### src/rtl/bmirq_pkg.sv
// Shared types and constants for the bank mapper with IRQ counter.
package bmirq_pkg;

   localparam logic [1:0] OP_CPU_WRITE = 2'd0;
   localparam logic [1:0] OP_CPU_READ  = 2'd1;
   localparam logic [1:0] OP_PPU_FETCH = 2'd2;
   localparam logic [1:0] OP_TICK      = 2'd3;

   localparam logic [1:0] SEL_NONE = 2'd0;
   localparam logic [1:0] SEL_PRG  = 2'd1;
   localparam logic [1:0] SEL_WRAM = 2'd2;
   localparam logic [1:0] SEL_CHR  = 2'd3;

   localparam logic [2:0] CSR_PRG_AND_MASK  = 3'd0;
   localparam logic [2:0] CSR_PRG_OR_VALUE  = 3'd1;
   localparam logic [2:0] CSR_CHR_AND_MASK  = 3'd2;
   localparam logic [2:0] CSR_CHR_OR_VALUE  = 3'd3;
   localparam logic [2:0] CSR_WRAM_PRESENT  = 3'd4;
   localparam logic [2:0] CSR_WRAM_OR_VALUE = 3'd5;

   localparam logic [7:0]  PRG_AND_MASK_RESET  = 8'd63;
   localparam logic [11:0] PRG_OR_VALUE_RESET  = 12'd0;
   localparam logic [7:0]  CHR_AND_MASK_RESET  = 8'd255;
   localparam logic [11:0] CHR_OR_VALUE_RESET  = 12'd0;
   localparam logic        WRAM_PRESENT_RESET  = 1'b1;
   localparam logic [11:0] WRAM_OR_VALUE_RESET = 12'd0;

   localparam int          NUM_REGS        = 16;
   localparam logic [3:0]  REG_WRAM_CTRL   = 4'd8;
   localparam logic [3:0]  REG_PRG_BASE    = 4'd9;
   localparam logic [3:0]  REG_MIRROR      = 4'd12;
   localparam logic [3:0]  REG_IRQ_CTRL    = 4'd13;
   localparam logic [3:0]  REG_CNT_LOW     = 4'd14;
   localparam logic [3:0]  REG_CNT_HIGH    = 4'd15;

   typedef struct packed {
      logic [1:0]  operation;
      logic [15:0] address;
      logic [7:0]  data;
   } req_item_type;

   typedef struct packed {
      logic [1:0]  mem_select;
      logic [11:0] bank;
      logic        write_allowed;
      logic [7:0]  open_bus_data;
      logic        irq;
      logic [1:0]  mirroring;
   } rsp_item_type;

   typedef struct packed {
      logic [7:0] wram_ctrl;
      logic [7:0] bank_reg;
      logic       irq;
      logic [1:0] mirroring;
   } regs_view_type;

endpackage

### src/rtl/bmirq_regs.sv
// Mapper register file, register index, IRQ counter and IRQ flag.
module bmirq_regs (
   input  logic                    clock,
   input  logic                    reset,
   input  logic                    step,
   input  bmirq_pkg::req_item_type item,
   output bmirq_pkg::regs_view_type view
);

   logic [7:0]  regs_ff [bmirq_pkg::NUM_REGS];
   logic [7:0]  regs_in [bmirq_pkg::NUM_REGS];
   logic [3:0]  index_ff;
   logic [3:0]  index_in;
   logic        irq_ff;
   logic        irq_in;
   logic [15:0] count_dec;
   logic [3:0]  rd_index;
   logic        reg_area;

   assign count_dec = {regs_ff[bmirq_pkg::REG_CNT_HIGH], regs_ff[bmirq_pkg::REG_CNT_LOW]}
                      - 16'd1;
   assign reg_area  = (item.operation == bmirq_pkg::OP_CPU_WRITE) &&
                      (item.address[15:14] == 2'b10);

   always_comb begin
      regs_in  = regs_ff;
      index_in = index_ff;
      irq_in   = irq_ff;
      if (reg_area) begin
         if (item.address[13]) begin
            regs_in[index_ff] = item.data;
            if (index_ff == bmirq_pkg::REG_IRQ_CTRL) begin
               irq_in = 1'b0;
            end
         end else begin
            index_in = item.data[3:0];
         end
      end else if ((item.operation == bmirq_pkg::OP_TICK) &&
                   regs_ff[bmirq_pkg::REG_IRQ_CTRL][7]) begin
         regs_in[bmirq_pkg::REG_CNT_LOW]  = count_dec[7:0];
         regs_in[bmirq_pkg::REG_CNT_HIGH] = count_dec[15:8];
         if ((count_dec == 16'd0) && regs_ff[bmirq_pkg::REG_IRQ_CTRL][0]) begin
            irq_in = 1'b1;
         end
      end
   end

   always_ff @(posedge clock) begin
      if (reset) begin
         for (int i = 0; i < bmirq_pkg::NUM_REGS; i++) begin
            regs_ff[i] <= 8'd0;
         end
         index_ff <= 4'd0;
         irq_ff   <= 1'b0;
      end else if (step) begin
         regs_ff  <= regs_in;
         index_ff <= index_in;
         irq_ff   <= irq_in;
      end
   end

   // Character fetches read registers 0 to 7, program reads registers 9 to 11.
   assign rd_index = (item.operation == bmirq_pkg::OP_PPU_FETCH) ?
                     {1'b0, item.address[12:10]} :
                     bmirq_pkg::REG_PRG_BASE + {2'b00, item.address[14:13]};

   assign view.wram_ctrl = regs_ff[bmirq_pkg::REG_WRAM_CTRL];
   assign view.bank_reg  = regs_ff[rd_index];
   assign view.irq       = irq_in;
   assign view.mirroring = regs_in[bmirq_pkg::REG_MIRROR][1:0];

endmodule

### src/rtl/bank_mapper_with_irq_counter.sv
// Top level of the bank mapper with indexed registers and an IRQ down-counter.
//
//   channel  direction  ports          carries
//   req      in         req_*          one bus access or one cpu cycle tick
//   rsp      out        rsp_*          translated target, bank, irq and mirroring
//   csr      in         csr_*          writes to the six configuration registers
//
// An item is registered on acceptance and its result is registered when it advances.
// One item per cycle is sustained while rsp_ready is high.
// Reset clears the mapper registers, index and IRQ flag and presets the configuration.
// A stalled result holds, and the input register still takes an item while it is empty.
module bank_mapper_with_irq_counter (
   input  logic                    clock,
   input  logic                    reset,
   input  logic                    req_valid,
   output logic                    req_ready,
   input  bmirq_pkg::req_item_type req_item,
   output logic                    rsp_valid,
   input  logic                    rsp_ready,
   output bmirq_pkg::rsp_item_type rsp_item,
   input  logic                    csr_valid,
   output logic                    csr_ready,
   input  logic [2:0]              csr_index,
   input  logic [11:0]             csr_data
);

   logic [7:0]  prg_and_mask_ff;
   logic [11:0] prg_or_value_ff;
   logic [7:0]  chr_and_mask_ff;
   logic [11:0] chr_or_value_ff;
   logic        wram_present_ff;
   logic [11:0] wram_or_value_ff;

   logic                     in_valid_ff;
   bmirq_pkg::req_item_type  in_item_ff;
   logic                     out_valid_ff;
   bmirq_pkg::rsp_item_type  out_item_ff;
   bmirq_pkg::rsp_item_type  out_item_in;
   bmirq_pkg::regs_view_type view;
   logic                     advance;

   logic [15:0] addr;
   logic [7:0]  r8;
   logic        wram_slot;
   logic [11:0] prg_ctrl_bank;
   logic [11:0] prg_slot_bank;
   logic [11:0] prg_last_bank;
   logic [11:0] wram_bank;
   logic [11:0] chr_bank;

   assign csr_ready = 1'b1;

   always_ff @(posedge clock) begin
      if (reset) begin
         prg_and_mask_ff  <= bmirq_pkg::PRG_AND_MASK_RESET;
         prg_or_value_ff  <= bmirq_pkg::PRG_OR_VALUE_RESET;
         chr_and_mask_ff  <= bmirq_pkg::CHR_AND_MASK_RESET;
         chr_or_value_ff  <= bmirq_pkg::CHR_OR_VALUE_RESET;
         wram_present_ff  <= bmirq_pkg::WRAM_PRESENT_RESET;
         wram_or_value_ff <= bmirq_pkg::WRAM_OR_VALUE_RESET;
      end else if (csr_valid) begin
         unique case (csr_index)
            bmirq_pkg::CSR_PRG_AND_MASK:  prg_and_mask_ff  <= csr_data[7:0];
            bmirq_pkg::CSR_PRG_OR_VALUE:  prg_or_value_ff  <= csr_data;
            bmirq_pkg::CSR_CHR_AND_MASK:  chr_and_mask_ff  <= csr_data[7:0];
            bmirq_pkg::CSR_CHR_OR_VALUE:  chr_or_value_ff  <= csr_data;
            bmirq_pkg::CSR_WRAM_PRESENT:  wram_present_ff  <= csr_data[0];
            bmirq_pkg::CSR_WRAM_OR_VALUE: wram_or_value_ff <= csr_data;
            default: begin
            end
         endcase
      end
   end

   assign advance   = in_valid_ff && (!out_valid_ff || rsp_ready);
   assign req_ready = !in_valid_ff || advance;

   always_ff @(posedge clock) begin
      if (reset) begin
         in_valid_ff  <= 1'b0;
         out_valid_ff <= 1'b0;
      end else begin
         if (req_ready) begin
            in_valid_ff <= req_valid;
         end
         if (advance) begin
            out_valid_ff <= 1'b1;
         end else if (rsp_ready) begin
            out_valid_ff <= 1'b0;
         end
      end
   end

   always_ff @(posedge clock) begin
      if (req_valid && req_ready) begin
         in_item_ff <= req_item;
      end
      if (advance) begin
         out_item_ff <= out_item_in;
      end
   end

   bmirq_regs u_regs (
      .clock (clock),
      .reset (reset),
      .step  (advance),
      .item  (in_item_ff),
      .view  (view)
   );

   assign addr          = in_item_ff.address;
   assign r8            = view.wram_ctrl;
   assign wram_slot     = (addr[15:13] == 3'b011);
   assign prg_ctrl_bank = {4'd0, r8 & prg_and_mask_ff} | prg_or_value_ff;
   assign prg_slot_bank = {4'd0, view.bank_reg & prg_and_mask_ff} | prg_or_value_ff;
   assign prg_last_bank = {4'd0, prg_and_mask_ff} | prg_or_value_ff;
   assign wram_bank     = {4'd0, r8} | wram_or_value_ff;
   assign chr_bank      = {4'd0, view.bank_reg & chr_and_mask_ff} | chr_or_value_ff;

   always_comb begin
      out_item_in               = '0;
      out_item_in.irq           = view.irq;
      out_item_in.mirroring     = view.mirroring;
      unique case (in_item_ff.operation)
         bmirq_pkg::OP_CPU_WRITE: begin
            if (wram_slot) begin
               if (!r8[6]) begin
                  out_item_in.mem_select = bmirq_pkg::SEL_PRG;
                  out_item_in.bank       = prg_ctrl_bank;
               end else if (wram_present_ff) begin
                  out_item_in.mem_select    = bmirq_pkg::SEL_WRAM;
                  out_item_in.bank          = wram_bank;
                  out_item_in.write_allowed = r8[7];
               end
            end
         end
         bmirq_pkg::OP_CPU_READ: begin
            if (wram_slot) begin
               if (!r8[6]) begin
                  out_item_in.mem_select = bmirq_pkg::SEL_PRG;
                  out_item_in.bank       = prg_ctrl_bank;
               end else if (wram_present_ff && r8[7]) begin
                  out_item_in.mem_select = bmirq_pkg::SEL_WRAM;
                  out_item_in.bank       = wram_bank;
               end else begin
                  out_item_in.open_bus_data = addr[15:8];
               end
            end else if (addr[15]) begin
               out_item_in.mem_select = bmirq_pkg::SEL_PRG;
               out_item_in.bank       = (addr[14:13] == 2'b11) ? prg_last_bank : prg_slot_bank;
            end
         end
         bmirq_pkg::OP_PPU_FETCH: begin
            if (!addr[13]) begin
               out_item_in.mem_select = bmirq_pkg::SEL_CHR;
               out_item_in.bank       = chr_bank;
            end
         end
         bmirq_pkg::OP_TICK: begin
         end
         default: begin
         end
      endcase
   end

   assign rsp_valid = out_valid_ff;
   assign rsp_item  = out_item_ff;

endmodule

### config.mk
export PLATFORM = sky130hd
export DESIGN_NAME = bank_mapper_with_irq_counter
export DESIGN_NICKNAME = d
export VERILOG_FILES = /design/src/rtl/bmirq_pkg.sv /design/src/rtl/bmirq_regs.sv /design/src/rtl/bank_mapper_with_irq_counter.sv
export SDC_FILE = /design/constraint.sdc
export NUM_CORES = 1
export LEC_CHECK = 0
export ABC_AREA = 1
export BUFFER_PORTS_ARGS = -buffer_cell sky130_fd_sc_hd__buf_2
export CORE_ASPECT_RATIO = 1.1
export CORE_MARGIN = 3
export CORE_UTILIZATION = 55
export DETAILED_ROUTE_END_ITERATION = 10
export HOLD_SLACK_MARGIN = 0.1
export PLACE_DENSITY = 0.79
export REMOVE_ABC_BUFFERS = 1
export SLEW_MARGIN = 10
export SYNTH_ARGS = -nofsm -noshare
export SYNTH_HDL_FRONTEND = slang
export SYNTH_SLANG_ARGS = --single-unit
export TNS_END_PERCENT = 5
### constraint.sdc
create_clock -name clock -period 6.6 [get_ports clock]
set_input_delay 0.33 -clock clock [delete_from_list [all_inputs] [get_ports clock]]
set_output_delay 0.33 -clock clock [all_outputs]
set_load 0.01 [all_outputs]
==> results_dict.tcl <==
set metrics [dict create \
    crit_fanout 32 \
    grt_pass1_vias 9423 \
    syn_inst 1453 \
    synth_top_flop_cell "dfxtp_1" \
    slew_viol_final 0 \
    async_reset_ff_frac 0 \
    cts_tree "yes" \
    finalHoldViolCount 0 \
    clockBufferDepth 3 \
    post_dp_cell_area_sq_um 11100 \
    synth.top_cells.by_area "dfxtp_1 (34%), edfxtp_1 (12%), nand2_1 (8.6%)" \
    final_common_cell "nand2_1" \
    route.detailed.drc 0 \
    synth.top_cell.area_share 0.344 \
    critPathRequiredTime_ns 7.03 \
    clk_pin_slew_worst_paths_ns 0.06 \
    wl_per_cell_microns 16.6 \
    critPathKind "in2reg" \
    fin_tns_setup_ns 0 \
    place_hpwl_mm 18.6 \
    grt_usage 0.268 \
    antenna_found_initial 0 \
    setup_viol 0 \
    fmax_mhz 306 \
    yosysWarnings 0 \
    power.density_nw_per_um2 260 \
    ctsHtreeMaxLevel 1 \
    synth_seq_cells 231 \
    portBuffers 65 \
    synthAdderAreaFrac 0.00345 \
    drt-initial-drc-count 1082 \
    yosysTopAreaCell "dfxtp_1" \
    fin_area_sq_um 12300 \
    grt_max_degree 121 \
    synth_edf_count 44 \
    worstSkewPairLatency_ns 0.52 \
    num_antenna_cells 0 \
    cts_sinks 231 \
    layout.nets 1554 \
    dp_slack_ns 3.36 \
    worstSetupEndpointType "flop" \
    finClkSkew_ns 0.0158 \
    ir_drop_mv 0.238 \
    drive_gt1_frac 0.0900 \
    netlist_area_sq_um 10900 \
    setup_ws_ns 3.33 \
    muxShareOfSynthArea 0 \
    avgSynthCellArea_sq_um 7.49 \
    coreArea_sq_um 19300 \
    cts-buffers-inserted 25 \
    holdCritPathClass "in2reg" \
    drv_cap 0 \
    arrival_ns 3.70 \
    period_minus_slack_ns 3.27 \
    start_kind "input port" \
    ys_seq_area_frac 0.466 \
    wl_mm 29.5 \
    synth_cell_types 44 \
    static-leakage-power_uw 0.00483 \
    max_slew_margin 0.239 \
    synth-xor-area-share 0.00725 \
    finalCritPeriodShare 0.496 \
    grt_overflow 0 \
    initial_core_util 0.564 \
    die_area_sq_um 21500 \
    cts_resized 0 \
    die_h_microns 153 \
    io_pins 75 \
    vias_per_cell 5.66 \
    final_util 0.636 \
    firstDrtPassIters 6 \
    rsz0062_at_grt "false" \
    die_x_microns 140 \
    worst_pin_slew_ns 1.13 \
    synth-simple-area-share 0.212 \
    root_buffer "clkbuf_16" \
    synth_compound_area_frac 0.203 \
    gp_congestion 0.941 \
    rows 53 \
    layout_common_cells "nand2_1 (250), inv_1 (196), dfxtp_1 (187), a21oi_1 (162)" \
    grt_pass1_wl_mm 47.8 \
    ant_nets 0 \
    via_count 10000 \
    area_delta_synth_final_pct 12.9 \
    outcome "complete, no violations" \
    synth_top_family_by_area "simple AND/OR/NAND/NOR gates" \
]
## where the power goes
group | switching, uW | internal, uW
clock | 555 | 837
combinational | 200 | 96.6
sequential | 30.0 | 1470
## cells by family (layout without fill, tap and decap cells)
family                     Yosys count  count (layout)
and+or+nand+nor                    532             532
xor gates and xnor gates             9               9
adders and majority gates            3               3
other                                2               2
DFF                                231             231
buffers and inverters              279             349
AOI/OAI and AO/OA                  397             397
## area by class of cell
class / count / area [sq um]
inverter: 204 / 769
tap: 247 / 309
timing repair buffer: 100 / 663
multi-input combinational: 943 / 4640
fill: 1663 / 7020
sequential: 231 / 5060
clock inverter: 2 / 13.8
clock buffer: 43 / 817
## metal layers
| layer | track usage | wire (microns) |
|---|---|---|
| met1 | 0.360 | 12300 |
| met2 | 0.443 | 13700 |
| met3 | 0.0370 | 2460 |
| met4 | 0.102 | 1000 |
| met5 | 0 | 0 |
## synth_stat cells, drive strengths merged, types with 7 or more instances
master    n
nand2   254
inv     203
dfxtp   187
o21ai   167
a21oi   162
nand3   160
nor2    105
edfxtp   44
buf      39
clkbuf   36
a211oi   30
o211ai   18
a221oi   10
nor3      7
xor2      7
## through the flow
stage / total power, uW / hold slack (ns) / instances
final: 3190 / 0.117 / 1770
after global routing: 3290 / 0.123 / 1770
after CTS: 3190 / 0.108 / 1770
after detailed placement: 1800 / 0.436 / 1695
after global placement: 1800 / 0.432 / 1695
after floorplan: 1700 / 0.399 / 1378
## final timing paths
path | startpoint | endpoint | slack, ns | depth (start not counted)
hold / removal | csr_data[8] | prg_or_value_ff[8] | 0.12 | 3
setup / recovery | rsp_ready | u_regs.view[11] | 3.33 | 11
setup reg to reg | in_item_ff[25] | rsp_item[12] | 3.48 | 12
hold reg to reg | u_regs.regs_ff[100] | u_regs.regs_ff[100] | 0.44 | 2
## sequential cells by signal, summed over array words and instances (netlist names)
register          flops
chr_or_value_ff      12
u_regs.regs_ff      120
rsp_valid             1
wram_present_ff       1
u_regs.irq_ff         1
chr_and_mask_ff       8
in_valid_ff           1
addr                  8
u_regs.view           8
prg_or_value_ff      12
wram_or_value_ff     11
prg_and_mask_ff       8
in_item_ff           10
u_regs.index_ff       4
rsp_item             26
## what timing repair did
action,CTS,global route
hold endpoints to repair,37,0
setup buffers,0,0
hold buffers,30,0
## critical path, stage by stage
cell and delay, ns:
dlygate4sd3_1 0.53, buf_2 0.12, inv_1 0.06, nand2_1 0.06, nand2_1 0.18, clkinv_1 0.92
nand2_1 0.51, inv_2 0.15, nand3_1 0.49, o21ai_0 0.17, a21oi_1 0.18
No activity file was read; power rests on OpenSTA's default activity.
